$ cat config.mk
export PLATFORM = sky130hd
export DESIGN_NAME = qph_dp
export DESIGN_NICKNAME = d
export VERILOG_FILES = /design/src/rtl/core/qph_pkg.sv /design/src/rtl/core/qph_dp.sv
export SDC_FILE = /design/constraint.sdc
export NUM_CORES = 1
export LEC_CHECK = 0
export ABC_AREA = 1
export ABC_CLOCK_PERIOD_IN_PS = 6500
export BUFFER_PORTS_ARGS = -buffer_cell sky130_fd_sc_hd__buf_4
export CORE_ASPECT_RATIO = 1.1
export CORE_MARGIN = 1
export CORE_UTILIZATION = 50
export CTS_CLUSTER_DIAMETER = 80
export CTS_CLUSTER_SIZE = 8
export DETAILED_ROUTE_END_ITERATION = 7
export PLACE_DENSITY = 0.78
export REMOVE_ABC_BUFFERS = 1
export SYNTH_ARGS = -nofsm -noshare
export SYNTH_HDL_FRONTEND = slang
export SYNTH_SLANG_ARGS = --single-unit
export TNS_END_PERCENT = 20
$ cat constraint.sdc
create_clock -name clk_i -period 6.5 [get_ports clk_i]
set_input_delay 0.65 -clock clk_i [delete_from_list [all_inputs] [get_ports clk_i]]
set_output_delay 0.65 -clock clk_i [all_outputs]
set_load 0.005 [all_outputs]
$ cat src/rtl/core/qph_pkg.sv
// Shared types and constants for the quadratic probe hash table.
// Holds the payload structs, operation and result codes, and the
// controller/datapath command and status structs. No dependencies.
package qph_pkg;

  typedef enum logic [1:0] {
    OP_INSERT = 2'd0,
    OP_QUERY  = 2'd1,
    OP_DELETE = 2'd2,
    OP_NONE   = 2'd3
  } opcode_e;

  typedef enum logic [2:0] {
    RES_INSERTED  = 3'd0,
    RES_DUP_REJ   = 3'd1,
    RES_DUP_KEEP  = 3'd2,
    RES_FULL      = 3'd3,
    RES_FOUND     = 3'd4,
    RES_NOT_FOUND = 3'd5,
    RES_DELETED   = 3'd6,
    RES_DEL_MISS  = 3'd7
  } status_e;

  typedef enum logic [1:0] {
    ST_EMPTY = 2'd0,
    ST_LIVE  = 2'd1,
    ST_TOMB  = 2'd2
  } slot_st_e;

  localparam logic [10:0] SIZE_RESET     = 11'd1021;
  localparam logic        REG_TABLE_SIZE = 1'b0;

  typedef struct packed {
    logic [1:0]  opcode;
    logic [31:0] key;
    logic [31:0] value;
  } in_t;

  typedef struct packed {
    logic [2:0]  status;
    logic [31:0] read_value;
    logic [10:0] live_count;
    logic [10:0] tombstone_count;
  } out_t;

  typedef struct packed {
    logic    load_op;
    logic    work_from_op;
    logic    work_from_snap;
    logic    mod_start;
    logic    mod_step;
    logic    probe_init;
    logic    probe_next;
    logic    slot_rd_probe;
    logic    slot_rd_idx;
    logic    snap_rd;
    logic    snap_wr;
    logic    slot_clr_wr;
    logic    slot_live_wr;
    logic    slot_tomb_wr;
    logic    idx_clear;
    logic    idx_inc;
    logic    cnt_clear;
    logic    res_load;
    logic    res_hit;
    status_e res_code;
    logic    out_load;
  } cmd_t;

  typedef struct packed {
    opcode_e op;
    logic    mod_done;
    logic    st_live;
    logic    st_empty;
    logic    key_eq;
    logic    val_eq;
    logic    tomb_avail;
    logic    probe_last;
    logic    snap_live;
    logic    idx_last;
    logic    clr_last;
    logic    sweep_need;
    logic    out_free;
  } sts_t;

endpackage

$ cat src/rtl/core/qph_dp.sv
// Datapath of the quadratic probe hash table: operand registers, remainder
// unit, probe address stepper, counters and result register. Uses qph_pkg.
module qph_dp import qph_pkg::*; #(
  parameter int DEPTH       = 1024,
  parameter int KEY_WIDTH   = 32,
  parameter int VALUE_WIDTH = 32,
  localparam int AW = $clog2(DEPTH),
  localparam int CW = $clog2(DEPTH + 1),
  localparam int DW = 2 + KEY_WIDTH + VALUE_WIDTH
) (
  input  logic          clk_i,
  input  logic          rst_ni,
  input  cmd_t          cmd_i,
  output sts_t          sts_o,
  input  logic [CW-1:0] n_i,
  input  in_t           in_data_i,
  output logic          out_valid_o,
  input  logic          out_ready_i,
  output out_t          out_data_o,
  output logic [CW-1:0] live_o,
  output logic [CW-1:0] tomb_o,
  output logic          slot_we_o,
  output logic [AW-1:0] slot_waddr_o,
  output logic [DW-1:0] slot_wdata_o,
  output logic          slot_re_o,
  output logic [AW-1:0] slot_raddr_o,
  input  logic [DW-1:0] slot_rdata_i,
  output logic          snap_we_o,
  output logic [AW-1:0] snap_waddr_o,
  output logic [DW-1:0] snap_wdata_o,
  output logic          snap_re_o,
  output logic [AW-1:0] snap_raddr_o,
  input  logic [DW-1:0] snap_rdata_i
);

  localparam int MOD_STEPS = (KEY_WIDTH + 3) / 4;
  localparam int MW        = MOD_STEPS * 4;
  localparam int MCW       = $clog2(MOD_STEPS);
  localparam int SW        = CW + 3;

  logic [1:0]             op_q;
  logic [KEY_WIDTH-1:0]   okey_q, wk_q, wk_d;
  logic [VALUE_WIDTH-1:0] oval_q, wv_q, wv_d, vin;
  logic [VALUE_WIDTH+31:0] vin_ext, rv_ext;
  logic [MW-1:0]          mq_q, mq_nxt;
  logic [CW-1:0]          rem_q, rem_nxt;
  logic [MCW-1:0]         mcnt_q;
  logic [AW-1:0]          s_q, s_nxt, tomb_at_q, idx_q, target;
  logic [CW-1:0]          i_q, n_m1;
  logic                   have_tomb_q;
  logic [CW-1:0]          live_q, tomb_q;
  status_e                res_code_q;
  logic [VALUE_WIDTH-1:0] res_rv_q;
  logic                   out_valid_q;
  out_t                   out_q;
  slot_st_e               slot_st, snap_st;
  logic [KEY_WIDTH-1:0]   slot_key;
  logic [VALUE_WIDTH-1:0] slot_val, snap_val;
  logic [KEY_WIDTH-1:0]   snap_key;
  logic [CW+1:0]          psum, psub1, psub2, n_ext;
  logic [SW-1:0]          occ4, n3, tomb3;
  logic                   tomb_avail;

  assign vin_ext = {{VALUE_WIDTH{1'b0}}, in_data_i.value};
  assign vin     = vin_ext[VALUE_WIDTH-1:0];

  assign slot_st  = slot_st_e'(slot_rdata_i[DW-1 -: 2]);
  assign slot_key = slot_rdata_i[VALUE_WIDTH +: KEY_WIDTH];
  assign slot_val = slot_rdata_i[0 +: VALUE_WIDTH];
  assign snap_st  = slot_st_e'(snap_rdata_i[DW-1 -: 2]);
  assign snap_key = snap_rdata_i[VALUE_WIDTH +: KEY_WIDTH];
  assign snap_val = snap_rdata_i[0 +: VALUE_WIDTH];

  // Working operands come either from the accepted operation or from a
  // snapshot entry being reinserted.
  always_comb begin
    wk_d = wk_q;
    wv_d = wv_q;
    if (cmd_i.work_from_op) begin
      wk_d = okey_q;
      wv_d = oval_q;
    end else if (cmd_i.work_from_snap) begin
      wk_d = snap_key;
      wv_d = snap_val;
    end
  end

  // Restoring remainder, four key bits per cycle.
  always_comb begin
    logic [CW:0] t;
    rem_nxt = rem_q;
    mq_nxt  = mq_q;
    for (int k = 0; k < 4; k++) begin
      t      = {rem_nxt, mq_nxt[MW-1]};
      mq_nxt = {mq_nxt[MW-2:0], 1'b0};
      if (t >= {1'b0, n_i}) begin
        t = t - {1'b0, n_i};
      end
      rem_nxt = t[CW-1:0];
    end
  end

  // Next probe slot: s + 2i + 1, folded back below n.
  assign n_ext = (CW + 2)'(n_i);
  assign psum  = (CW + 2)'(s_q) + (CW + 2)'({i_q, 1'b1});
  assign psub1 = (psum >= n_ext) ? psum - n_ext : psum;
  assign psub2 = (psub1 >= n_ext) ? psub1 - n_ext : psub1;
  assign s_nxt = AW'(psub2);
  assign n_m1  = n_i - CW'(1);

  assign tomb_avail = have_tomb_q || (slot_st == ST_TOMB);
  assign target     = have_tomb_q ? tomb_at_q : s_q;

  assign occ4  = (SW'(live_q) + SW'(tomb_q)) << 2;
  assign n3    = SW'(n_i) + (SW'(n_i) << 1);
  assign tomb3 = SW'(tomb_q) + (SW'(tomb_q) << 1);

  always_ff @(posedge clk_i) begin
    if (cmd_i.load_op) begin
      op_q   <= in_data_i.opcode;
      okey_q <= in_data_i.key[KEY_WIDTH-1:0];
      oval_q <= vin;
    end
    wk_q <= wk_d;
    wv_q <= wv_d;
    if (cmd_i.mod_start) begin
      mq_q   <= MW'(wk_d);
      rem_q  <= '0;
      mcnt_q <= '0;
    end else if (cmd_i.mod_step) begin
      mq_q   <= mq_nxt;
      rem_q  <= rem_nxt;
      mcnt_q <= mcnt_q + MCW'(1);
    end
    if (cmd_i.probe_init) begin
      s_q         <= AW'(rem_q);
      i_q         <= '0;
      have_tomb_q <= 1'b0;
    end else if (cmd_i.probe_next) begin
      if (!have_tomb_q && slot_st == ST_TOMB) begin
        have_tomb_q <= 1'b1;
        tomb_at_q   <= s_q;
      end
      s_q <= s_nxt;
      i_q <= i_q + CW'(1);
    end
    if (cmd_i.res_load) begin
      res_code_q <= cmd_i.res_code;
      res_rv_q   <= cmd_i.res_hit ? slot_val : '0;
    end
    if (cmd_i.out_load) begin
      out_q.status          <= res_code_q;
      out_q.read_value      <= rv_ext[31:0];
      out_q.live_count      <= 11'(live_q);
      out_q.tombstone_count <= 11'(tomb_q);
    end
  end

  assign rv_ext = {32'b0, res_rv_q};

  always_ff @(posedge clk_i or negedge rst_ni) begin
    if (!rst_ni) begin
      idx_q       <= '0;
      live_q      <= '0;
      tomb_q      <= '0;
      out_valid_q <= 1'b0;
    end else begin
      if (cmd_i.idx_clear) begin
        idx_q <= '0;
      end else if (cmd_i.idx_inc) begin
        idx_q <= idx_q + AW'(1);
      end
      if (cmd_i.cnt_clear) begin
        live_q <= '0;
        tomb_q <= '0;
      end else if (cmd_i.slot_live_wr) begin
        live_q <= live_q + CW'(1);
        if (tomb_avail) begin
          tomb_q <= tomb_q - CW'(1);
        end
      end else if (cmd_i.slot_tomb_wr) begin
        live_q <= live_q - CW'(1);
        tomb_q <= tomb_q + CW'(1);
      end
      if (cmd_i.out_load) begin
        out_valid_q <= 1'b1;
      end else if (out_ready_i) begin
        out_valid_q <= 1'b0;
      end
    end
  end

  // Memory ports.
  always_comb begin
    slot_we_o    = cmd_i.slot_clr_wr || cmd_i.slot_live_wr || cmd_i.slot_tomb_wr;
    slot_waddr_o = idx_q;
    slot_wdata_o = {ST_EMPTY, wk_q, wv_q};
    if (cmd_i.slot_live_wr) begin
      slot_waddr_o = target;
      slot_wdata_o = {ST_LIVE, wk_q, wv_q};
    end else if (cmd_i.slot_tomb_wr) begin
      slot_waddr_o = s_q;
      slot_wdata_o = {ST_TOMB, slot_key, slot_val};
    end
  end

  assign slot_re_o    = cmd_i.slot_rd_probe || cmd_i.slot_rd_idx;
  assign slot_raddr_o = cmd_i.slot_rd_probe ? s_q : idx_q;
  assign snap_we_o    = cmd_i.snap_wr;
  assign snap_waddr_o = idx_q;
  assign snap_wdata_o = slot_rdata_i;
  assign snap_re_o    = cmd_i.snap_rd;
  assign snap_raddr_o = idx_q;

  always_comb begin
    sts_o            = '0;
    sts_o.op         = opcode_e'(op_q);
    sts_o.mod_done   = (mcnt_q == MCW'(MOD_STEPS - 1));
    sts_o.st_live    = (slot_st == ST_LIVE);
    sts_o.st_empty   = (slot_st == ST_EMPTY);
    sts_o.key_eq     = (slot_key == wk_q);
    sts_o.val_eq     = (slot_val == wv_q);
    sts_o.tomb_avail = tomb_avail;
    sts_o.probe_last = (i_q == n_m1);
    sts_o.snap_live  = (snap_st == ST_LIVE);
    sts_o.idx_last   = (CW'(idx_q) == n_m1);
    sts_o.clr_last   = (idx_q == AW'(DEPTH - 1));
    sts_o.sweep_need = (occ4 > n3) && (tomb3 > SW'(live_q));
    sts_o.out_free   = !out_valid_q || out_ready_i;
  end

  assign out_valid_o = out_valid_q;
  assign out_data_o  = out_q;
  assign live_o      = live_q;
  assign tomb_o      = tomb_q;

endmodule

**Word-level counts from Yosys, hierarchy flattened**

Index checks and enable logic that the tools add are counted.

- Add/sub/neg operators: 18
- Mux-type cells: 31
- Order comparisons: 8
- Equality and inequality tests: 10
- Reduce and logical (&&, ||, !) cells: 19
- Bitwise operators: 1

Operators with widths:

| kind | number |
|---|---|
| $mux W32 | 6 |
| $mux W66 | 2 |
| $mux W11 | 11 |
| $mux W10 | 9 |
| $eq A32 B32 Y1 | 2 |
| $ge A12 B11 Y1 | 4 |
| $sub A11 B11 Y11 | 4 |
| $add A11 B1 Y11 const B | 3 |
| $sub A11 B1 Y11 const B | 3 |
| $add A11 B12 Y13 | 2 |
| $ge A13 B11 Y1 | 2 |
| $gt A14 B13 Y1 | 1 |
| $add A10 B12 Y13 | 1 |
| $gt A13 B11 Y1 | 1 |
| $mux W13 | 1 |
| $sub A13 B11 Y13 | 1 |
| $add A11 B11 Y12 | 1 |
| $eq A10 B11 Y1 | 1 |
| $eq A11 B11 Y1 | 1 |
| $add A10 B1 Y10 const B | 1 |
| $eq A10 B10 Y1 const B | 1 |
| $reduce_bool A2 Y1 | 5 |
| $sub A10 B10 Y10 | 1 |
| $logic_or A1 B1 Y1 | 5 |
| 13 further kinds | 18 |

- Output and inout bits: 270
- Word-level logic and storage cells: 109
- Register bits after elaboration: 333
- Input bits: 235

**Depth between registers and ports, before layout**

- Depth in word-level cells: 8
- Depth in mapped cells: 54
- Depth with buffers taken out: 51

**Worst setup path after synthesis**

OpenSTA, ideal clock, no wires.

- Path type: input port to flip-flop
- Start: in n_i[6]
- End: reg rem_q[9]
- Setup slack: -240 ps
- Stages on the path: 47
- Arrival: 6,627 ps
- Required time: 6,387 ps
- Setup time: 113 ps
- Buffers on the path: 4
- Cells stage by stage: inv_1 > ha_1 > nand2_1 > inv_1 > nand2_1 > nand2_1 > a21oi_2 > nand2_4 > buf_2 > o21ai_0 > inv_1 > ha_1 > a21oi_1 > nand2_1 > nand2_1 > nand3_2 > nand2_1 > nand2_1 > (+11 left out) > nand2_1 > nand2_1 > nand2_1 > inv_1 > nand3_2 > buf_4 > nand2_1 > nand2_2 > fa_1 > o21ai_0 > a21oi_1 > o31ai_1 > a21oi_1 > nand3_2 > buf_6 > nand2_1 > nand3_1 > nand2_1

- Word-level cells in the longest chain between the ends: 8
- Elaborated cells between the ends (all ways): 12
- Those cells by class: add/sub: 4; order compare: 4; mux: 4

Ends and longest elaborated chain:

| item | RTL line | source |
|---|---|---|
| start: declaration | qph_dp.sv:15 | `input logic [CW-1:0] n_i,` |
| $sub A11 B11 Y11 / $ge A12 B11 Y1 (equally long branches) | qph_dp.sv:97, qph_dp.sv:96 |  |
| $mux W11 | qph_dp.sv:96 | `if (t >= {1'b0, n_i}) begin` |
| $sub A11 B11 Y11 / $ge A12 B11 Y1 (equally long branches) | qph_dp.sv:97, qph_dp.sv:96 |  |
| $mux W11 | qph_dp.sv:96 |  |
| $sub A11 B11 Y11 / $ge A12 B11 Y1 (equally long branches) | qph_dp.sv:97, qph_dp.sv:96 |  |
| $mux W11 | qph_dp.sv:96 |  |
| $sub A11 B11 Y11 / $ge A12 B11 Y1 (equally long branches) | qph_dp.sv:97, qph_dp.sv:96 |  |
| $mux W11 (*) | qph_dp.sv:96 |  |
| end signal: assignment | qph_dp.sv:132 | `rem_q <= rem_nxt;` |
| end: declaration | qph_dp.sv:46 | `logic [CW-1:0] rem_q, rem_nxt;` |

Every way passes the cells marked *; elsewhere a longest branch is shown, timed or not.
A chain may end at the register's enable or synchronous reset.

**Final worst setup path**

- Start: reg mq_q[31]
- End: reg rem_q[9]

- Word-level cells in the longest chain between the ends: 8
- Elaborated cells between the ends (all ways): 12
- Those cells by class: add/sub: 4; order compare: 4; mux: 4

Ends and longest elaborated chain:

| item | RTL line | source |
|---|---|---|
| start: declaration | qph_dp.sv:45 | `logic [MW-1:0] mq_q, mq_nxt;` |
| start signal: assignment | qph_dp.sv:127 | `mq_q <= MW'(wk_d);` |
| start signal: assignment | qph_dp.sv:131 | `mq_q <= mq_nxt;` |
| $sub A11 B11 Y11 / $ge A12 B11 Y1 (equally long branches) | qph_dp.sv:97, qph_dp.sv:96 |  |
| $mux W11 (*) | qph_dp.sv:96 |  |
| $sub A11 B11 Y11 / $ge A12 B11 Y1 (equally long branches) | qph_dp.sv:97, qph_dp.sv:96 |  |
| $mux W11 (*) | qph_dp.sv:96 |  |
| $sub A11 B11 Y11 / $ge A12 B11 Y1 (equally long branches) | qph_dp.sv:97, qph_dp.sv:96 |  |
| $mux W11 (*) | qph_dp.sv:96 |  |
| $sub A11 B11 Y11 / $ge A12 B11 Y1 (equally long branches) | qph_dp.sv:97, qph_dp.sv:96 |  |
| $mux W11 (*) | qph_dp.sv:96 |  |

Marks and branches as above.

==> impl_results.md <==
- Overall Global Routing Usage: a little over a third
- Synthesized area per cell: between 8 and 9 um^2
- Via count: roughly 22,000
- Clock sink total: around 330
- CTS clock-pin slew for the worst setup and hold paths: roughly 50 ps
- CP Launch Type: flop
- RR Startpoint: mq_q[31]$_DFFE_PP_
- Pre-antenna DRT Iters: 8
- Slack of the worst reg-to-reg path: about 250 ps
- Crit path required time: roughly 7000 ps
- DRT iter0 DRCs: roughly 1,800
- Worst Tran Pin Value: a little under 1000 ps
- Initial antenna violation count: 2
- IO Port Bufs: 500
- Die Span X: ~200 um
- Clk network pwr share: 13.9%
- Root Buffer: clkbuf_16
- Max cap viols: 0
- Syn-to-layout area delta: 32.9%
- CP Capture Type: flop
- Total gr overflow: 0
- Share of cells above drive strength 1: a little over a quarter
- Seq cells post-synth: between 300 and 400
- Power share of the sequential group: approximately 17%
- Leak: around 15 nW
- Full die area: 45,900 um^2
- Gp weighted congestion: ~1
- Failing checks: DRC
- H-tree depth: 2
- Vias in the first global route: about 22,000
- Row count: 81
- Cell mode on critical path: nand2_1
- Clock Tree Buf Depth: 3
- Placement Cell Area: 27,700 um^2
- Final Hold Fails: 0
- Layout Cell Area excl Fill: ~30,000 um^2
- Power density over the cells: roughly 570 nW/um^2
- DR DRC count: 2
- Crit path time final: around 6300 ps
- I/O pin count: a little over 500
- CTS tree: done
- Slew headroom: between 30% and 40%
- Status: finished with violations
- Worst reg2reg path depth: 48
- Setup_tns: 0 ps
- Setup WS post-layout: roughly 250 ps
- Synthesized instance count: around 2,800
- Die Y: 225 um
- WP data arrival: slightly below 7000 ps
- Count of final max-slew check failures: 0
- Clock Skews: 16.8 ps
- Critical Path Fanout Max: 7
- Critical path class: reg -> reg
- Syn. warnings: 0
- Distinct cells, synth: 58
- WL/cell: 20.4 um
- Initial Util: approximately 51%
- First-pass GRT wire length: 123,000 um
- Total internal power: 9.61 mW
- Max IR drop VDD: between 500 and 600 uV
- R2r endpoint: rem_q[9]$_SDFFE_PP0P_
- Vias per std cell: roughly 5.5
- HP Class: in -> async
- Logic pwr share: just under 70%
- Multi-input gate area: between 10,000 and 15,000 um^2
- Core Box Area: between 40,000 and 50,000 um^2
- CP max stage cell: edfxtp_1
- P_sw: roughly 7.5 mW
- Fin util: 67.4%
- EDFF count, synth: about 240
- Worst skew pair latency: approximately 600 ps
- Top achievable clock speed: about 160 MHz
- Setup violations, final: 0
- FILL cells: 3,636
- Worst slack, placed: -618 ps
- Final ANT Viol Nets: 0
- Routed wire length: between 80,000 and 90,000 um
- Final net count: 3,841
- Final cycle utilization of the critical path: a little over nine tenths
- Sequential area share after synthesis: about 40%
- TritonCTS buffer count: 48
- Crit-path max cell delay: about 400 ps
- Post-Syn Area: approximately 23,000 um^2
- Async S/R FF share, synth: around a tenth
- Largest net degree at the start of global routing: 70
- Sw frac: 43.9%
- # hold bufs at CTS: 0
- Detailed placement HPWL: 64,200 um
- Register area: between 9000 and 10,000 um^2
- Primary FF master, synth: edfxtp_1
[repair_timing]
| item | in CTS | in global routing |
|---|---|---|
| pin swaps | 5 | 43 |
| buffers inserted | 6 | 16 |
| setup endpoints to repair | 11 | 20 |
| gates resized for setup | 13 | 106 |
| gates cloned | 2 | 2 |
[flip-flops by register name, indices dropped and copies added, names as in the netlist, 11 cells and up]
| signal | count |
|---|---|
| oval_q | 32 |
| wk_q | 32 |
| rem_q | 11 |
| wv_q | 32 |
| tomb_o | 11 |
| out_data_o | 57 |
| mq_q | 32 |
| i_q | 11 |
| res_rv_q | 32 |
| okey_q | 32 |
| live_o | 11 |
[power groups by stage]
stage	clock, mW	combinational [mW]	sequential [mW]
2_1_floorplan	0	5.60	2.80
3_3_place_gp	0	10.2	2.88
3_5_place_dp	0	10.3	2.89
4_1_cts	2.39	10.5	2.85
5_1_grt	2.47	13.0	2.87
6_report	2.37	11.9	2.85
[per-layer routing]
layer  track usage (%)  wire length (um)  up-vias
li1                  -                 -    10400
met1              40.7             30300    10300
met2              62.5             41300     1105
met3              5.07              5770      260
met4              21.4              5480        0
met5                 0                 0        -
[how the worst max path moves through the flow]
stage | startpoint | end | slack, ps | cells after the start
2_1_floorplan | n_i[6] | rem_q[9]$_SDFFE_PP0P_ | -50 | 43
3_3_place_gp | n_i[0] | rem_q[4]$_SDFFE_PP0P_ | -450 | 46
3_5_place_dp | n_i[0] | rem_q[6]$_SDFFE_PP0P_ | -620 | 46
4_1_cts | mq_q[31]$_DFFE_PP_ | rem_q[9]$_SDFFE_PP0P_ | 2 | 50
5_1_grt | mq_q[31]$_DFFE_PP_ | rem_q[9]$_SDFFE_PP0P_ | -110 | 50
6_report | mq_q[31]$_DFFE_PP_ | rem_q[9]$_SDFFE_PP0P_ | 250 | 48
[Yosys cell counts, drive strengths merged (3+ instances only)]
cell type	count	area, um^2
a21o	7	52.6
a21oi	180	916
a221oi	3	26.3
a22o	4	35.0
a22oi	9	67.6
a31oi	6	37.5
a32o	3	30.0
and2	5	31.3
buf	102	724
clkbuf	46	173
dfrtp	33	826
dfxtp	58	1160
edfxtp	242	7270
fa	12	240
ha	167	2090
inv	339	1270
nand2	804	3040
nand3	152	816
nand3b	5	37.5
nand4	28	175
nor2	165	639
nor3	33	181
nor3b	4	30.0
nor4	9	56.3
o2111ai	7	61.3
o211ai	9	67.6
o21a	3	22.5
o21ai	146	731
o21bai	8	60.1
o221ai	3	26.3
o22ai	3	18.8
o31ai	6	45.0
or2	14	87.6
xnor2	75	657
xor2	82	718
[layout make-up]
| type | instances | area share, % |
|---|---|---|
| repair buffers | 737 | 18.5 |
| multi-input cells | 1966 | 39.0 |
| well taps | 581 | 2.43 |
| diodes | 2 | 0.0167 |
| clock inverters | 5 | 0.276 |
| clock buffers | 85 | 4.48 |
| flip-flops and latches | 333 | 30.9 |
| inverters | 341 | 4.29 |
[critical path, delay by kind of cell, from the launching register on]
family	cells	cell delay (ps)
fa+ha+maj	5	1490
buf+inv	8	640
compound gates	6	990
simple gates	29	2600
flops	1	400
[cells in the final DEF (no fill, tap or decap), drive strengths merged, types with 75 or more instances in the layout]
master / instances
xnor2: 75
xor2: 82
o21ai: 146
inv: 342
nand3: 153
nor2: 167
clkbuf: 85
a21oi: 180
ha: 167
nand2: 805
edfxtp: 242
buf: 737
[metrics by stage]
stage / cells / power, mW / hold slack, ps
floorplan: 2636 / 8.40 / 354
global placement: 3933 / 13.1 / 400
detailed placement: 3933 / 13.1 / 405
CTS: 4031 / 15.8 / 19.5
global route: 4050 / 18.3 / 50.6
finish: 4050 / 17.1 / 22.7
[cells by family (layout without fill, tap and decap cells)]
group,after synthesis,after routing,share of synthesized area (%)
xor gates and xnor gates,157,157,6.11
other,0,2,0
AOI/OAI and AO/OA,406,406,10.1
adders and majority gates,179,179,10.4
DFF,333,333,41.1
buffers and inverters,489,1168,9.68
and+or+nand+nor,1220,1224,22.7
Note: power is estimated with default switching activity, not from simulation.
