### src/rtl/core/qph_pkg.sv
// Shared types and constants for the quadratic probe hash table.
// Holds the payload structs, operation and result codes, and the
// controller/datapath command and status structs. No dependencies.
package qph_pkg;

  typedef enum logic [1:0] {
    OP_INSERT = 2'd0,
    OP_QUERY  = 2'd1,
    OP_DELETE = 2'd2,
    OP_NONE   = 2'd3
  } opcode_e;

  typedef enum logic [2:0] {
    RES_INSERTED  = 3'd0,
    RES_DUP_REJ   = 3'd1,
    RES_DUP_KEEP  = 3'd2,
    RES_FULL      = 3'd3,
    RES_FOUND     = 3'd4,
    RES_NOT_FOUND = 3'd5,
    RES_DELETED   = 3'd6,
    RES_DEL_MISS  = 3'd7
  } status_e;

  typedef enum logic [1:0] {
    ST_EMPTY = 2'd0,
    ST_LIVE  = 2'd1,
    ST_TOMB  = 2'd2
  } slot_st_e;

  localparam logic [10:0] SIZE_RESET     = 11'd1021;
  localparam logic        REG_TABLE_SIZE = 1'b0;

  typedef struct packed {
    logic [1:0]  opcode;
    logic [31:0] key;
    logic [31:0] value;
  } in_t;

  typedef struct packed {
    logic [2:0]  status;
    logic [31:0] read_value;
    logic [10:0] live_count;
    logic [10:0] tombstone_count;
  } out_t;

  typedef struct packed {
    logic    load_op;
    logic    work_from_op;
    logic    work_from_snap;
    logic    mod_start;
    logic    mod_step;
    logic    probe_init;
    logic    probe_next;
    logic    slot_rd_probe;
    logic    slot_rd_idx;
    logic    snap_rd;
    logic    snap_wr;
    logic    slot_clr_wr;
    logic    slot_live_wr;
    logic    slot_tomb_wr;
    logic    idx_clear;
    logic    idx_inc;
    logic    cnt_clear;
    logic    res_load;
    logic    res_hit;
    status_e res_code;
    logic    out_load;
  } cmd_t;

  typedef struct packed {
    opcode_e op;
    logic    mod_done;
    logic    st_live;
    logic    st_empty;
    logic    key_eq;
    logic    val_eq;
    logic    tomb_avail;
    logic    probe_last;
    logic    snap_live;
    logic    idx_last;
    logic    clr_last;
    logic    sweep_need;
    logic    out_free;
  } sts_t;

endpackage

### src/rtl/core/qph_ctrl.sv
// Controller state machine of the quadratic probe hash table.
// Depends on qph_pkg for the command and status structs.
module qph_ctrl import qph_pkg::*; (
  input  logic clk_i,
  input  logic rst_ni,
  input  logic in_valid_i,
  output logic in_ready_o,
  input  sts_t sts_i,
  output cmd_t cmd_o
);

  typedef enum logic [3:0] {
    S_CLR, S_IDLE, S_DISP, S_MOD, S_PINIT, S_RD, S_CHK, S_DONE,
    S_CPRD, S_CPWR, S_RERD, S_RECHK, S_RENEXT
  } state_e;

  state_e state_q, state_d;
  logic   reins_q, reins_d;
  logic   ins_mode;
  logic   hit;

  assign ins_mode   = reins_q || (sts_i.op == OP_INSERT);
  assign hit        = sts_i.st_live && sts_i.key_eq;
  assign in_ready_o = (state_q == S_IDLE);

  always_comb begin
    cmd_o   = '0;
    state_d = state_q;
    reins_d = reins_q;
    unique case (state_q)
      S_CLR: begin
        cmd_o.slot_clr_wr = 1'b1;
        if (sts_i.clr_last) begin
          cmd_o.idx_clear = 1'b1;
          state_d         = S_IDLE;
        end else begin
          cmd_o.idx_inc = 1'b1;
        end
      end
      S_IDLE: begin
        if (in_valid_i) begin
          cmd_o.load_op = 1'b1;
          state_d       = S_DISP;
        end
      end
      S_DISP: begin
        if (sts_i.op == OP_NONE) begin
          cmd_o.res_code = RES_NOT_FOUND;
          cmd_o.res_load = 1'b1;
          state_d        = S_DONE;
        end else if (sts_i.op != OP_QUERY && sts_i.sweep_need) begin
          cmd_o.idx_clear = 1'b1;
          state_d         = S_CPRD;
        end else begin
          cmd_o.work_from_op = 1'b1;
          cmd_o.mod_start    = 1'b1;
          state_d            = S_MOD;
        end
      end
      S_MOD: begin
        cmd_o.mod_step = 1'b1;
        if (sts_i.mod_done) begin
          state_d = S_PINIT;
        end
      end
      S_PINIT: begin
        cmd_o.probe_init = 1'b1;
        state_d          = S_RD;
      end
      S_RD: begin
        cmd_o.slot_rd_probe = 1'b1;
        state_d             = S_CHK;
      end
      S_CHK: begin
        if (ins_mode) begin
          if (hit) begin
            cmd_o.res_code = sts_i.val_eq ? RES_DUP_REJ : RES_DUP_KEEP;
            cmd_o.res_load = 1'b1;
          end else if (sts_i.st_empty || (sts_i.probe_last && sts_i.tomb_avail)) begin
            cmd_o.slot_live_wr = 1'b1;
            cmd_o.res_code     = RES_INSERTED;
            cmd_o.res_load     = 1'b1;
          end else if (sts_i.probe_last) begin
            cmd_o.res_code = RES_FULL;
            cmd_o.res_load = 1'b1;
          end else begin
            cmd_o.probe_next = 1'b1;
          end
        end else if (sts_i.op == OP_QUERY) begin
          if (hit) begin
            cmd_o.res_code = RES_FOUND;
            cmd_o.res_hit  = 1'b1;
            cmd_o.res_load = 1'b1;
          end else if (sts_i.st_empty || sts_i.probe_last) begin
            cmd_o.res_code = RES_NOT_FOUND;
            cmd_o.res_load = 1'b1;
          end else begin
            cmd_o.probe_next = 1'b1;
          end
        end else begin
          if (hit) begin
            cmd_o.slot_tomb_wr = 1'b1;
            cmd_o.res_code     = RES_DELETED;
            cmd_o.res_load     = 1'b1;
          end else if (sts_i.st_empty || sts_i.probe_last) begin
            cmd_o.res_code = RES_DEL_MISS;
            cmd_o.res_load = 1'b1;
          end else begin
            cmd_o.probe_next = 1'b1;
          end
        end
        if (cmd_o.probe_next) begin
          state_d = S_RD;
        end else if (reins_q) begin
          // Reinserted entries produce no result.
          cmd_o.res_load = 1'b0;
          state_d        = S_RENEXT;
        end else begin
          state_d = S_DONE;
        end
      end
      S_DONE: begin
        if (sts_i.out_free) begin
          cmd_o.out_load = 1'b1;
          state_d        = S_IDLE;
        end
      end
      S_CPRD: begin
        cmd_o.slot_rd_idx = 1'b1;
        state_d           = S_CPWR;
      end
      S_CPWR: begin
        cmd_o.snap_wr     = 1'b1;
        cmd_o.slot_clr_wr = 1'b1;
        if (sts_i.idx_last) begin
          cmd_o.idx_clear = 1'b1;
          cmd_o.cnt_clear = 1'b1;
          state_d         = S_RERD;
        end else begin
          cmd_o.idx_inc = 1'b1;
          state_d       = S_CPRD;
        end
      end
      S_RERD: begin
        cmd_o.snap_rd = 1'b1;
        state_d       = S_RECHK;
      end
      S_RECHK: begin
        if (sts_i.snap_live) begin
          cmd_o.work_from_snap = 1'b1;
          cmd_o.mod_start      = 1'b1;
          reins_d              = 1'b1;
          state_d              = S_MOD;
        end else begin
          state_d = S_RENEXT;
        end
      end
      S_RENEXT: begin
        if (sts_i.idx_last) begin
          cmd_o.work_from_op = 1'b1;
          cmd_o.mod_start    = 1'b1;
          reins_d            = 1'b0;
          state_d            = S_MOD;
        end else begin
          cmd_o.idx_inc = 1'b1;
          state_d       = S_RERD;
        end
      end
      default: begin
        state_d = S_IDLE;
      end
    endcase
  end

  always_ff @(posedge clk_i or negedge rst_ni) begin
    if (!rst_ni) begin
      state_q <= S_CLR;
      reins_q <= 1'b0;
    end else begin
      state_q <= state_d;
      reins_q <= reins_d;
    end
  end

endmodule

### config.mk
export PLATFORM = sky130hd
export DESIGN_NAME = qph_ctrl
export DESIGN_NICKNAME = d
export VERILOG_FILES = /design/src/rtl/core/qph_pkg.sv /design/src/rtl/core/qph_ctrl.sv
export SDC_FILE = /design/constraint.sdc
export NUM_CORES = 1
export LEC_CHECK = 0
export BUFFER_PORTS_ARGS = -buffer_cell sky130_fd_sc_hd__buf_4
export CORE_MARGIN = 3
export CORE_UTILIZATION = 30
export CTS_CLUSTER_SIZE = 14
export DETAILED_ROUTE_END_ITERATION = 8
export PLACE_DENSITY_LB_ADDON = 0.15
export SLEW_MARGIN = 10
export SYNTH_ARGS = -nofsm -noshare
export SYNTH_HDL_FRONTEND = slang
export SYNTH_SLANG_ARGS = --single-unit
export TNS_END_PERCENT = 50
### constraint.sdc
create_clock -name clk_i -period 1.9 [get_ports clk_i]
set_input_delay 0.285 -clock clk_i [delete_from_list [all_inputs] [get_ports clk_i]]
set_output_delay 0.285 -clock clk_i [all_outputs]
set_load 0.005 [all_outputs]
==> Word level (Yosys, flattened, before mapping) <==
Index checks and enable logic that the tools add are counted.
{ "op_classes": {"muxes": 81, "reduce_logical": 13, "eq_ne": 21} }
{ "ops": {"columns": ["op", "count"], "rows": [
  ["$pmux W4 S13", 1],
  ["$mux W1", 49],
  ["$mux W4", 10],
  ["$mux W3", 7],
  ["$eq A4 B4 Y1 const B", 5],
  ["$eq A4 B3 Y1 const B", 4],
  ["$mux W2", 7],
  ["$ne A2 B2 Y1 const B", 6],
  ["$eq A4 B2 Y1 const B", 2],
  ["$pmux W1 S2", 4],
  ["$pmux W1 S3", 2],
  ["$pmux W3 S2", 1],
  ["$eq A4 B1 Y1 const B", 1],
  ["$logic_not A4 Y1", 1],
  ["$reduce_and A4 Y1", 1],
  ["$reduce_or A2 Y1", 2],
  ["$logic_and A1 B1 Y1", 3],
  ["$logic_or A1 B1 Y1", 3],
  ["$reduce_and A3 Y1", 1],
  ["$eq A2 B1 Y1 const B", 1],
  ["$eq A2 B2 Y1 const B", 1],
  ["$logic_not A2 Y1", 1],
  ["$ne A2 B1 Y1 const B", 1],
  ["$reduce_bool A2 Y1", 1]
]} }
{ "word_totals": {"output_inout_bits": 24, "regBits": 5} }

==> Depth between registers and ports, before layout <==
Gate-level depths: netlist of the first run.
{ "depth": {"ltp_word": 8, "depth_mapped": 6, "ltp_nobuf": 4} }

==> Least setup slack after synthesis of the first run <==
OpenSTA, ideal clock, no wires.
{ "synth_path": {"path_type": "register to output", "from": "register state_q[3]", "to": "output cmd_o[3] (netlist name)", "stages_incl_launch_ff": 6, "arrival_time_ps": 1324, "slack_ps": 291, "required_time_ps": 1615, "path_cell_list": "dfrtp_1 buf_6 or2_1 buf_6 or3_4 a21oi_1"} }
{ "synth_lines": {"columns": ["element", "line", "rtl"], "rows": [
  ["start: declaration", "qph_ctrl.sv:17", "state_e state_q, state_d;"],
  ["start signal: assignment", "qph_ctrl.sv:180", "state_q <= state_d;"],
  ["end: declaration", "qph_ctrl.sv:9", "output cmd_t cmd_o"]
]} }

==> impl_metrics.toml, run 1 <==
[yosys]
synth-adder-area-share = 0
synth_cells = 111
seq_area_frac_synth = 0.162
synth_warnings = 0
syn_area_um2 = 772
synth_top_family_by_area = "simple AND/OR/NAND/NOR gates"
synth_compound_area_frac = 0.271
synth_xor_area_frac = 0.0113
ys_types = 46
async_reset_ff_frac = 1.00
synth_ff_type = "dfrtp_1"
synth-simple-area-share = 0.446
synth_fp_nets = 128
ys_seq_elements = 5
synth_edf_count = 0
synth_mux_area_frac = 0.0130
syn_avg_cell_area_um2 = 6.95

[sta]
holdWs_ns = 0.344
setup_tns_ns = -0.0428
fmax_ghz = 0.520
hold_viol_final = 0
clock_skew_ns = 0.00164
worstMarginPinSlew_ns = 0.452
rsz0062_at_grt = "true"
period_minus_slack_ns = 1.92
relSlewSlack = 0.698
timing.final.crit_share = 1.01
slew_viol_final = 0
setup_viol = 2
layout_setup_ws_ns = -0.0214

[placement]
dp_cells = 179
gp_congestion = 0.871
hpwl_um = 2120
port_buffers = 40

[cells_and_area]
fillers = 223
drive_above_1_share = 0.494
nets = 186
final-instance-count-excl-fill = 196
area_delta_synth_final_pct = 71.6
n_antenna_cell = 0

[floorplanning]
core-area_um2 = 2320
die_area_um2 = 3220
initial_core_util = 0.333
die_y_um = 56.7
fp-row-count = 17
io_pins = 41
die_w_um = 56.7

[routing]
first_pass_iters = 4
avgViaCountPerCell = 5.46
vias = 1070
dr.first_iter.drc_count = 18
ant_nets = 0
drcViolationCount = 0
wl_per_cell_um = 15.0
routed_wirelength_um = 2930

[global_routing]
overflow = 0
grt_pass1_vias = 956
grt_use_total = 0.185
grt_max_degree = 14
grt_pass1_wl_um = 4730
antenna_found_initial = 0

[critical_path]
path_cells = "or2_4 -> or3_4 -> a21oi_2 -> buf_4"
path_delay_family = "simple AND/OR/NAND/NOR gates"
crit_path_max_incr_delay_ns = 0.46
path_class = "reg2out"
cp.arrival_ns = 1.64
rr_endpoint = "state_q[1]"
crit_buf_inv = 1
reg2reg_slack_ns = 0.25
crit_path_max_fanout = 7
cp-start-kind = "flop"
r2r_start = "state_q[2]"
setup.worst_path.end_class = "primary output"
cp.required_ns = 1.62
cp_slowest_cell = "dfrtp_2"
r2r_cells = 7

[status]
outcome = "finished with violations"
violations = "negative setup slack"

[flow_run]
drv_cap = 0

[power]
p_leak_nw = 0.644
p_per_area_nw_per_um2 = 1210
ir_drop_v = 0.000780

[hold_path]
hold_end = "state_q[0]"
whs_path_depth = 3
worstHoldStart = "sts_i[2]"
hold_class = "in2reg"

[clock_tree]
clock_path_buffers = 2
cts_tree = "done"
cts_root_buffer = "clkbuf_4"
cts_max_level = 1
cts-buffers-inserted = 3
insertion_delay_ns = 0.27
path_clk_slew_ns = 0.05
cts_sinks = 5
[sequential cells by signal (all words and copies together), names as in the netlist]
| register | cells |
|---|---|
| state_q | 4 |
| reins_q | 1 |
[worst max path at each step]
| stage | from | end | slack [ns] | depth (start not counted) |
|---|---|---|---|---|
| 2_1_floorplan | state_q[3] | cmd_o[3] | 0.29 | 5 |
| 3_3_place_gp | state_q[0] | cmd_o[1] | 0.15 | 5 |
| 3_5_place_dp | state_q[0] | cmd_o[1] | 0.14 | 5 |
| 4_1_cts | state_q[2] | cmd_o[3] | -0.0005 | 4 |
| 5_1_grt | state_q[2] | cmd_o[3] | -0.05 | 4 |
| 6_report | state_q[2] | cmd_o[3] | -0.02 | 4 |
[placed cells by master (no fill, tap or decap), drive strengths merged, types with 2 or more instances in the layout]
cell     n
o21ai    5
nand2   10
nand3b   2
nor2b    4
o31ai    2
nor3    10
buf     60
a21oi    8
and3     2
dfrtp    5
inv      5
nand2b   5
a21boi   2
clkbuf   5
nor2    11
and2     4
[routing by layer]
metal | global-route usage | wire (µm)
met4 | 0.0610 | 36
met1 | 0.238 | 1270
met5 | 0 | 0
met2 | 0.292 | 1450
met3 | 0.0552 | 183
[worst min-delay path, delay by kind of cell]
kind / cells / cell delay (ns)
AOI/OAI and AO/OA: 1 / 0.13
buffers and inverters: 1 / 0.09
and+or+nand+nor: 1 / 0.05
[metrics by stage]
step | util | worst slack [ns] | instance area [µm²] | total power [mW]
after global placement | 0.482 | 0.155 | 1120 | 1.18
after global routing | 0.572 | -0.0495 | 1330 | 1.72
after detailed placement | 0.482 | 0.144 | 1120 | 1.19
final | 0.572 | -0.0214 | 1330 | 1.60
after CTS | 0.518 | -0.000532 | 1200 | 1.41
after floorplan | - | 0.291 | 772 | 0.814
[where the power goes]
part	switching, mW	internal (mW)
Combinational	0.579	0.625
Clock	0.0634	0.0807
Sequential	0.0931	0.161
[cell type report]
class	count	area (µm²)	share of cell area
Timing Repair Buffer	62	484	0.365
Clock buffer	4	26.3	0.0198
Inverter	5	18.8	0.0142
Tap cell	28	35.0	0.0264
Sequential cell	5	129	0.0973
Multi-Input combinational cell	92	632	0.477
[timing repair]
action | in CTS | in global routing
endpoints found under the hold margin | 5 | 0
setup endpoints to repair | 7 | 10
resized for setup | 8 | 17
buffers inserted | 3 | 9
hold buffers | 1 | 0
pin swaps | 1 | 4
[cells in the mapped netlist (all sizes together) (2+ instances only)]
cell type  number  area [µm²]
a21boi          2        15.0
a21oi           8        40.0
and2            4        25.0
and3            2        12.5
buf             8        52.6
dfrtp           5         125
inv             5        18.8
nand2          10        37.5
nand2b          5        31.3
nand3b          2        15.0
nor2           11        41.3
nor2b           4        25.0
nor3           10        65.1
o21ai           5        25.0
o31ai           2        15.0
[kinds of logic after synthesis]
kind of cell,count (synthesis)
compound gates,31
xor+xnor,1
buf+inv,14
flops,5
mux,1
simple gates,59
No activity file was read; power rests on OpenSTA's default activity.
==> run 2, diff against run 1 <==
Settings changed: SETUP_SLACK_MARGIN from default to 0.3.
==> impl_metrics.toml, run 2 (synthesized netlist as in run 1, its figures left out) <==
[floorplanning]
initial_core_util = 0.333
die_w_um = 56.7
fp-row-count = 17
core-area_um2 = 2320
die_y_um = 56.7
die_area_um2 = 3220
io_pins = 41

[sta]
setup_viol = 0
setup_tns_ns = 0
fmax_ghz = 0.535
slew_viol_final = 0
relSlewSlack = 0.661
hold_viol_final = 0
holdWs_ns = 0.345
timing.final.crit_share = 0.984
period_minus_slack_ns = 1.87
clock_skew_ns = 0.00266
rsz0062_at_grt = "true"
worstMarginPinSlew_ns = 0.507

[hold_path]
worstHoldStart = "sts_i[2]"
hold_class = "in2reg"

[routing]
wl_per_cell_um = 14.4
dr.first_iter.drc_count = 40
drcViolationCount = 0
ant_nets = 0
avgViaCountPerCell = 5.38
vias = 1039
first_pass_iters = 4
routed_wirelength_um = 2780

[cells_and_area]
top_register = "state_q"
largest_reg_flops = 4
layout_commonest_cell = "buf_4"
final_cell_area_um2 = 1350
nets = 183
final-instance-count-excl-fill = 193
layout_common_cells = "buf_4 (55), nor2_1 (9), nand2_1 (7)"
n_antenna_cell = 0
drive_above_1_share = 0.521
area_delta_synth_final_pct = 74.4
fillers = 209
top_regs = "state_q: 4 flops, reins_q: 1 flops"

[placement]
hpwl_um = 2050
port_buffers = 40
dp_cells = 179
place_area_um2 = 1120
gp_congestion = 0.858

[critical_path]
crit_path_max_incr_delay_ns = 0.44
crit_path_max_fanout = 6
cp-start-kind = "flop"
setup.worst_path.end_class = "primary output"
startpoint = "state_q[2]"
cp.arrival_ns = 1.58
cp.required_ns = 1.62
path_class = "reg2out"
r2r_start = "state_q[1]"
path_cells = "or2_4 -> or3_4 -> a21oi_2 -> buf_4"
cp_slowest_cell = "dfrtp_2"

[clock_tree]
path_clk_slew_ns = 0.05
cts_max_level = 1
cts_sinks = 5
cts_root_buffer = "clkbuf_4"
cts_tree = "done"
insertion_delay_ns = 0.25
cts-buffers-inserted = 3
clock_path_buffers = 2

[flow_run]
drv_cap = 0

[global_routing]
grt_max_degree = 17
grt_pass1_wl_um = 4230
antenna_found_initial = 0
grt_use_total = 0.163
grt_pass1_vias = 919
overflow = 0

[power]
p_leak_nw = 0.642
p_per_area_nw_per_um2 = 1220
power_mw = 1.65
ir_drop_v = 0.000741

[status]
outcome = "completed"
[run 2: cell types whose count changed in the layout (fill, tap and decap cells not counted), moves of 2 or more]
cell / previous run / this run
nand2_1: 10 / 7
nand2_2: 0 / 3
dfrtp_2: 3 / 1
dfrtp_1: 2 / 4
[run 2: final cells by class]
class | count | area [µm²] | share of cell area
Multi-Input combinational cell | 92 | 674 | 0.501
Timing Repair Buffer | 59 | 465 | 0.346
Sequential cell | 5 | 126 | 0.0939
Tap cell | 28 | 35.0 | 0.0260
Clock buffer | 4 | 26.3 | 0.0195
Inverter | 5 | 18.8 | 0.0139
[run 2: worst paths after layout]
check                      slack (ns)          to  cells after the start
setup / recovery                 0.03    cmd_o[3]                      4
hold / removal                   0.35  state_q[0]                      3
setup reg to reg                 0.30  state_q[1]                      5
hold reg to reg                  0.70     reins_q                      1
max in group asynchronous        1.41  state_q[2]                      2
min in group asynchronous        0.37  state_q[2]                      2
[run 2: metal layers]
layer | wire [µm] | GRT usage | vias to the layer above
li1 | - | - | 510
met1 | 1190 | 0.216 | 499
met2 | 1410 | 0.274 | 30
met3 | 172 | 0.0414 | 0
met4 | 0 | 0.0102 | 0
met5 | 0 | 0 | -
[run 2: stage by stage]
| step | worst slack (ns) | util |
|---|---|---|
| after floorplan | 0.309 | - |
| after global placement | 0.215 | 0.484 |
| after detailed placement | 0.209 | 0.484 |
| after CTS | 0.0369 | 0.526 |
| after global routing | -0.00229 | 0.581 |
| final | 0.0301 | 0.581 |
[run 2: report_power, final]
| group | switching (mW) | total, mW | internal, mW |
|---|---|---|---|
| clock | 0.0571 | 0.137 | 0.0803 |
| sequential | 0.0798 | 0.238 | 0.158 |
| combinational | 0.618 | 1.27 | 0.653 |
[run 2: timing repair]
item / 4_1_cts / 5_1_grt
pin swaps: 2 / 4
setup buffers: 4 / 5
resized for setup: 8 / 21
gates cloned: 0 / 0
setup endpoints to repair: 20 / 24
hold endpoints to repair: 5 / 0
hold buffers: 1 / 0
[run 2: critical path, delay by kind of cell, from the launching register on]
family	cells	cell delay, ns
and+or+nand+nor	2	0.65
AOI/OAI and AO/OA	1	0.12
buffers and inverters	1	0.12
DFF	1	0.44
==> run 3, diff against run 2 <==
Settings changed: CTS_BUF_LIST from default to sky130_fd_sc_hd__clkbuf_4.
==> impl_metrics.toml, run 3 (synthesized netlist as in run 1, its figures left out) <==
[hold_path]
hold_class = "in2reg"
worstHoldStart = "sts_i[2]"
whs_path_depth = 3
hold_end = "state_q[0]"

[routing]
ant_nets = 0
vias = 1055
wl_per_cell_um = 14.4
dr.first_iter.drc_count = 30
first_pass_iters = 4
avgViaCountPerCell = 5.33
drcViolationCount = 0
routed_wirelength_um = 2860

[critical_path]
crit_path_max_fanout = 6
cp.arrival_ns = 1.59
rr_endpoint = "state_q[1]"
reg2reg_slack_ns = 0.26
r2r_start = "state_q[0]"
cp-start-kind = "flop"
setup.worst_path.end_class = "primary output"
path_class = "reg2out"
cp.required_ns = 1.62
r2r_cells = 6

[cells_and_area]
seq_area_um2 = 128
utilization = 0.588
final-instance-count-excl-fill = 198
top_register = "state_q"
largest_reg_flops = 4
fillers = 200
layout_commonest_cell = "buf_4"
n_antenna_cell = 0
top_regs = "state_q: 4 flops, reins_q: 1 flops"
nets = 188
area_delta_synth_final_pct = 76.7
multi_input_area_um2 = 662
drive_above_1_share = 0.529
layout_common_cells = "buf_4 (61), nor2_1 (9), nand2_1 (9)"

[placement]
hpwl_um = 2050
port_buffers = 40
gp_congestion = 0.858
dp_cells = 179

[global_routing]
grt_pass1_vias = 959
grt_max_degree = 17
overflow = 0
grt_pass1_wl_um = 4350
antenna_found_initial = 0
grt_use_total = 0.169

[clock_tree]
insertion_delay_ns = 0.26
clock_path_buffers = 2
path_clk_slew_ns = 0.05
cts_root_buffer = "clkbuf_4"
cts_max_level = 1
cts_tree = "done"
cts-buffers-inserted = 3
cts_sinks = 5

[sta]
period_minus_slack_ns = 1.88
fmax_ghz = 0.533
clock_skew_ns = 0.00285
worstMarginPinSlew_ns = 0.493
slew_viol_final = 0
setup_viol = 0
rsz0062_at_grt = "true"
hold_viol_final = 0
timing.final.crit_share = 0.988
relSlewSlack = 0.671

[power]
combPwrFrac = 0.764
internal-power_uw = 942
switchingPower_uw = 757
power_mw = 1.70
p_per_area_nw_per_um2 = 1250
clkPwrFrac = 0.092
p_leak_nw = 0.667
sw_frac_of_total = 0.446
power_frac_seq = 0.144
ir_drop_v = 0.000697

[status]
outcome = "completed"

[floorplanning]
initial_core_util = 0.333
fp-row-count = 17
die_w_um = 56.7
core-area_um2 = 2320
io_pins = 41
die_area_um2 = 3220
die_y_um = 56.7

[flow_run]
drv_cap = 0
==> run 3: cell count changes in the layout (fill, tap and decap cells not counted), sizes merged <==
cell and change:
buf +5
==> run 3: critical path: stages (launching register included) <==
cell,delay (ns)
dfrtp_1,0.42
or2_4,0.31
or3_4,0.37
a21oi_2,0.12
buf_4,0.12
==> run 3: timing repair <==
item / in CTS / in global routing
setup endpoints to repair: 21 / 26
hold buffers: 1 / 0
buffers inserted: 5 / 9
pin swaps: 2 / 6
cloned: 0 / 0
hold endpoints to repair: 5 / 0
gates resized for setup: 10 / 16
==> run 3: power groups by stage <==
stage / registers [mW] / logic [mW] / clock network, mW
after floorplan: 0.177 / 0.639 / 0
after global placement: 0.221 / 0.960 / 0
after detailed placement: 0.216 / 0.969 / 0
after CTS: 0.233 / 1.09 / 0.151
after global routing: 0.248 / 1.41 / 0.160
final: 0.245 / 1.30 / 0.156
==> run 3: worst max-delay path by stage <==
stage               slack (ns)       start  endpoint
floorplan                 0.31  state_q[3]  cmd_o[3]
global placement          0.22  state_q[2]  cmd_o[3]
detailed placement        0.21  state_q[2]  cmd_o[3]
CTS                       0.03  state_q[2]  cmd_o[3]
global route            -0.008  state_q[3]  cmd_o[3]
finish                    0.02  state_q[3]  cmd_o[3]
==> run 3: through the flow <==
stage	setup TNS [ns]	setup WS (ns)	hold WS, ns	cell area [µm²]
floorplan	0	0.309	-0.0106	776
global placement	0	0.215	0.0904	1120
detailed placement	0	0.209	0.0928	1120
CTS	0	0.0286	0.326	1240
global route	-0.0118	-0.00774	0.348	1360
finish	0	0.0232	0.326	1360
==> run 3: cell type report <==
type / instances / area share
flip-flops and latches: 5 / 0.0936
well taps: 28 / 0.0257
repair buffers: 64 / 0.360
inverters: 5 / 0.0138
clock buffers: 4 / 0.0220
multi-input cells: 92 / 0.485
==> run 3: routing by layer <==
metal  track usage  wire length (µm)  up-vias
met5             0                 0        -
met4        0.0305                14        0
met3        0.0414               202        4
met2         0.287              1440       37
met1         0.215              1200      492
li1              -                 -      522
